`src/msld_pkg.sv`:
```
// Package for the mean smoothing and line detection block.
// Holds register indexes, limits and the front-to-back word type; no dependencies.
`timescale 1ns / 1ps
`default_nettype none
package msld_pkg;
  localparam int unsigned MaxWidth  = 256;
  localparam int unsigned MinSize   = 5;
  localparam int unsigned MaxHeight = 4096;
  localparam logic [7:0]  LineMark  = 8'd255;

  typedef enum logic [1:0] {
    REG_THRESHOLD = 2'd0,
    REG_WIDTH     = 2'd1,
    REG_HEIGHT    = 2'd2,
    REG_STAGE     = 2'd3
  } reg_idx_t;

  // One classified word handed from the front to the back.
  typedef struct packed {
    logic [7:0] pixel;
    logic [7:0] col;
    logic       row_ge2;
    logic       row_ge4;
    logic       last;
  } front_word_t;
endpackage
`default_nettype wire

```
`src/msld_front.sv`:
```
// Front: accepts pixels, tracks column and row, classifies each word.
// Depends on msld_pkg.
`timescale 1ns / 1ps
`default_nettype none
module msld_front (
  input  wire logic               clk,
  input  wire logic               rst_n,
  input  wire logic               take,
  input  wire logic [7:0]         pixel,
  input  wire logic [8:0]         image_width,
  input  wire logic [12:0]        image_height,
  output msld_pkg::front_word_t   word
);
  import msld_pkg::*;

  localparam int CW = $clog2(MaxWidth);

  logic [CW-1:0] col_r, col_nxt;
  logic [11:0]   row_r, row_nxt;
  logic [12:0]   w_eff, h_eff;
  logic [12:0]   col_x;

  always_comb begin
    w_eff = {4'd0, image_width};
    if (w_eff < 13'(MinSize)) w_eff = 13'(MinSize);
    if (w_eff > 13'(MaxWidth)) w_eff = 13'(MaxWidth);
    h_eff = image_height;
    if (h_eff < 13'(MinSize)) h_eff = 13'(MinSize);
    if (h_eff > 13'(MaxHeight)) h_eff = 13'(MaxHeight);
    col_x = 13'(col_r);
    word.pixel   = pixel;
    word.col     = 8'(col_r);
    word.row_ge2 = row_r >= 12'd2;
    word.row_ge4 = row_r >= 12'd4;
    word.last    = ({1'b0, row_r} == h_eff - 13'd1) && (col_x == w_eff - 13'd1);
    col_nxt = col_r;
    row_nxt = row_r;
    if (take) begin
      if (col_x + 13'd1 >= w_eff) begin
        col_nxt = '0;
        if ({1'b0, row_r} + 13'd1 >= h_eff) row_nxt = '0;
        else row_nxt = row_r + 12'd1;
      end else begin
        col_nxt = col_r + CW'(1);
      end
    end
  end

  always_ff @(posedge clk) begin
    if (!rst_n) begin
      col_r <= '0;
      row_r <= '0;
    end else begin
      col_r <= col_nxt;
      row_r <= row_nxt;
    end
  end
endmodule
`default_nettype wire

```
`config.mk`:
```
export PLATFORM = sky130hd
export DESIGN_NAME = msld_front
export DESIGN_NICKNAME = d
export VERILOG_FILES = /design/src/msld_pkg.sv /design/src/msld_front.sv
export SDC_FILE = /design/constraint.sdc
export NUM_CORES = 1
export LEC_CHECK = 0
export BUFFER_PORTS_ARGS = -buffer_cell sky130_fd_sc_hd__buf_2
export CORE_ASPECT_RATIO = 1.1
export CORE_MARGIN = 4
export CORE_UTILIZATION = 39
export CTS_CLUSTER_SIZE = 30
export DETAILED_ROUTE_END_ITERATION = 16
export SYNTH_ARGS = -nofsm -noshare
export SYNTH_HDL_FRONTEND = slang
export SYNTH_SLANG_ARGS = --single-unit
```
`constraint.sdc`:
```
create_clock -name clk -period 4.6 [get_ports clk]
set_input_delay 0.69 -clock clk [delete_from_list [all_inputs] [get_ports clk]]
set_output_delay 0.69 -clock clk [all_outputs]
set_load 0.05 [all_outputs]
```
# --- Word level (Yosys, flattened, before mapping) ---
# Index checks and enable logic that the tools add are counted.
totals:
  latch_bits: 0
  inputBits: 33
  mem_count: 0
  rom_bits: 0
  ff_bits: 20
  ramBits: 0
  word_cells: 26
op_classes:
  n_lt_le_gt_ge: 8
  addsub: 6
  reduce_logical: 2
  multipliers: 0
  eq_ne: 2
  n_div: 0
  n_bitwise: 0
  n_mux: 6
  shift: 0
ops:
  columns: ["op", "n"]
  rows:
  - ["$mux W13", 3]
  - ["$sub A13 B1 Y13 const B", 2]
  - ["$add A12 B1 Y13 const B", 1]
  - ["$eq A12 B13 Y1", 1]
  - ["$eq A8 B13 Y1", 1]
  - ["$ge A13 B13 Y1", 1]
  - ["$ge A9 B13 Y1", 1]
  - ["$gt A13 B13 Y1 const B", 1]
  - ["$gt A13 B9 Y1 const B", 1]
  - ["$lt A13 B3 Y1 const B", 1]
  - ["$add A12 B1 Y12 const B", 1]
  - ["$ge A12 B2 Y1 const B", 1]
  - ["$ge A12 B3 Y1 const B", 1]
  - ["$mux W12", 1]
  - ["$add A8 B1 Y9 const B", 1]
  - ["$lt A9 B3 Y1 const B", 1]
  - ["$mux W9", 1]
  - ["$add A8 B1 Y8 const B", 1]
  - ["$mux W8", 1]
  - ["$reduce_and A2 Y1", 1]
  - ["$logic_and A1 B1 Y1", 1]

# --- Depth between registers and ports, before layout ---
depth:
  ltp_word: 7
  ltp_mapped: 14
  ltp_nobuf: 12

# --- Worst setup path after synthesis ---
# Ideal clock, no wire load.
synth_timing:
  path_kind: "input to output"
  startpoint: "in image_height[6]"
  endpoint: "out word[0] (netlist name)"
  required_ps: 3910
  cell_stages: 12
  t_arrival_ps: 3858
  path_buffers: 1
  path_slack_ps: 52
  cell_sequence: "or4_1 > buf_2 > nor3_1 > a21oi_1 > or2_2 > ha_1 > nor2b_1 > o211ai_1 > a2111oi_0 > nor4_1 > nand4_1 > nor4_2"
synth_rtl:
  columns: ["element", "line_no", "rtl"]
  rows:
  - ["from (decl)", "msld_front.sv:11", "input wire logic [12:0] image_height,"]
  - ["to (decl)", "msld_front.sv:12", "output msld_pkg::front_word_t word"]

==> impl_metrics.json <==
{
  "reg2reg_slack_ns": 0.66,
  "crit_arrival_ns": 3.59,
  "place_inst": 473,
  "synthCells": 379,
  "viasPerCell": 6.059,
  "critPathCaptureType": "output port",
  "antenna_found_initial": 0,
  "cts_setup_buffers": 0,
  "register_area_sq_um": 400.4,
  "synth_top_area_cell": "dfxtp_1",
  "synthXorXnorAreaFrac_pct": 11.00,
  "critPathLaunchType": "primary input",
  "synth-compound-area-share_pct": 25.04,
  "ys_warn_count": 0,
  "pwr_density_cell_nw_per_um2": 218.9,
  "finalNetCount": 453,
  "path_max_fanout": 4,
  "finalCritPeriodShare_pct": 92.97,
  "tightest_slew_ns": 0.6603,
  "final.setup.tns_ns": 0,
  "synth_adder_area_share_pct": 12.12,
  "die_w_um": 88.61,
  "syn_area_sq_um": 2788,
  "layout_commonest_cell": "nand2_1",
  "critPathTopFamily": "simple AND/OR/NAND/NOR gates",
  "finalHoldViolCount": 0,
  "final_cell_mix": "39 x nand2_1, 34 x buf_2, 30 x a21oi_1",
  "via_count": 2890,
  "htreeDepth": 1,
  "cts_hold_buf": 0,
  "chipHeight_um": 96.67,
  "start_util_pct": 40.01,
  "cp_slowest_cell": "or4_1",
  "ys_ff_latch": 20,
  "critPathBufInv": 2,
  "nFillCells": 747,
  "hpwl_um": 6202,
  "rsz0062_at_grt": "no",
  "drcViolationCount": 0,
  "leakagePower_uw": 0.001230,
  "detail-route-antenna-nets": 0,
  "clockBufferDepth": 2,
  "synth_mux_area_share_pct": 1.436,
  "fmax_mhz": 233.8,
  "synth_nets": 439,
  "grt_first_pass_wirelength_um": 13120,
  "grt_overflow": 0,
  "fin_cells": 477,
  "fin_skew_ns": 0.009652,
  "multi_input_area_sq_um": 2166,
  "hp-class": "reg -> reg",
  "synthDistinctLibCells": 60,
  "place_congestion": 0.9567,
  "io_pins": 52,
  "ys_seq_area_share_pct": 14.36,
  "ir_worst_vdd_mv": 0.1948,
  "die_area_sq_um": 8566,
  "drive_above_1_share_pct": 14.80,
  "core.rowCount": 32,
  "synth.avg_cell_area_sq_um": 7.355,
  "synth_ff_type": "dfxtp_1",
  "clk_pin_slew_ns": 0.09,
  "drt-initial-drc-count": 145,
  "dr.pass1.iters": 7,
  "clk_latency_ns": 0.27,
  "status": "finished, final reports clean",
  "cts_buffers": 3,
  "synth_area_leaders": "dfxtp_1 14%, ha_1 12%, xnor2_1 7.2%, a21oi_1 5.4%, nand2_1 5.3%",
  "cts_tree": "yes",
  "setup_ws_ns": 0.3235,
  "crit_chain": "buf_2, or4_1, nor3_1, a21oi_1, or2_2, ha_1, nor2b_1, o211ai_1, a2111oi_0, nor4_1, nand4_1, nor4_2, buf_4",
  "routed_wl_um": 7877,
  "grt_max_degree": 21,
  "syn2layout_area_growth_pct": 9.111,
  "slew_viol_final": 0,
  "min_period_ns": 4.277,
  "slowest_delay_ns": 0.54,
  "core_sq_um": 6967,
  "synth_edf_count": 0,
  "cts_sinks": 20,
  "max_cap_viol_count": 0,
  "diodes": 0,
  "critPathKind": "in -> out",
  "crit_required_ns": 3.91,
  "grt_pass1_vias": 2701,
  "io_buffers": 35,
  "synth_top_area_share_pct": 14.36,
  "root_buffer": "clkbuf_8",
  "setup_viol": 0,
  "total_power_uw": 665.8,
  "grt_use_total_pct": 18.45,
  "synth_top_family_by_area": "simple AND/OR/NAND/NOR gates",
  "wl_per_cell_um": 16.51,
  "dp_worst_setup_slack_ns": 0.2883,
  "relSlewSlack_pct": 55.85,
  "yosys.area_share.simple_pct": 28.10,
  "ys_async_sr_fraction_pct": 0
}
-- per-layer routing --
| layer | wire [um] | up-vias | track usage (%) |
|---|---|---|---|
| met2 | 3705 | 72 | 29.07 |
| met4 | 178 | 0 | 5.233 |
| met1 | 3622 | 1361 | 26.09 |
| met5 | 0 | - | 0 |
| li1 | - | 1443 | - |
| met3 | 370 | 14 | 2.300 |
-- stage by stage --
stage	utilization, %	instance area, sq um	hold slack [ns]
2_1_floorplan	-	2788	0.4983
3_3_place_gp	42.60	2968	0.5450
3_5_place_dp	42.60	2968	0.5554
4_1_cts	43.62	3039	0.5677
5_1_grt	43.66	3042	0.5870
6_report	43.66	3042	0.5651
-- worst paths after layout --
check / from / end / depth (start not counted)
worst max register to register: col_r[0] / row_r[9] / 10
worst min-delay path: col_r[1] / col_r[1] / 2
worst min register to register: col_r[1] / col_r[1] / 2
worst max-delay path: image_height[6] / word[0] / 13
-- synth_stat cells (9+ instances only) --
master    instances
ha_1             27
or3_1             9
nand2_1          39
dfxtp_1          20
nor2_1            9
inv_1            12
clkbuf_1         20
or4_1            10
nor3_1           13
nand3_1          14
a21oi_1          30
o21ai_0          13
xor2_1           12
xnor2_1          23
nor4_1           10
and3_1           11
-- final cells by class --
| type | instances | share of cell area [%] |
|---|---|---|
| inverters | 14 | 1.728 |
| flip-flops and latches | 20 | 13.16 |
| clock buffers | 3 | 1.357 |
| well taps | 85 | 3.497 |
| repair buffers | 44 | 8.063 |
| multi-input cells | 310 | 71.21 |
| clock inverters | 1 | 0.9872 |
-- what timing repair did --
| action | CTS | global route |
|---|---|---|
| gates resized for setup | 0 | 2 |
| endpoints found under the hold margin | 0 | 0 |
| endpoints found under the setup margin | 0 | 1 |
-- sequential cells by signal (all words and copies together) (netlist names) --
signal  cells
col_r       8
row_r      12
-- worst reg2reg max path: cells and delay by family (launching register included) --
kind | cells | cell delay, ns
fa+ha+maj | 2 | 0.60
xor+xnor | 1 | 0.09
flops | 1 | 0.49
compound gates | 3 | 0.88
simple gates | 4 | 1.80
-- power by group --
| part | total, uW | switching, uW | internal, uW |
|---|---|---|---|
| clock network | 181 | 65.0 | 116 |
| registers | 211 | 27.5 | 184 |
| logic | 273 | 167 | 106 |
-- kinds of logic (layout without fill, tap and decap cells) --
kind of cell,Yosys count,after routing
AO/OA/AOI/OAI,100,100
XOR/XNOR,35,35
adder cells (fa/ha/maj),27,27
buffers and inverters,49,62
flip-flops,20,20
multiplexers,4,4
AND/OR/NAND/NOR,144,144
(Power assumes the default switching activity.)
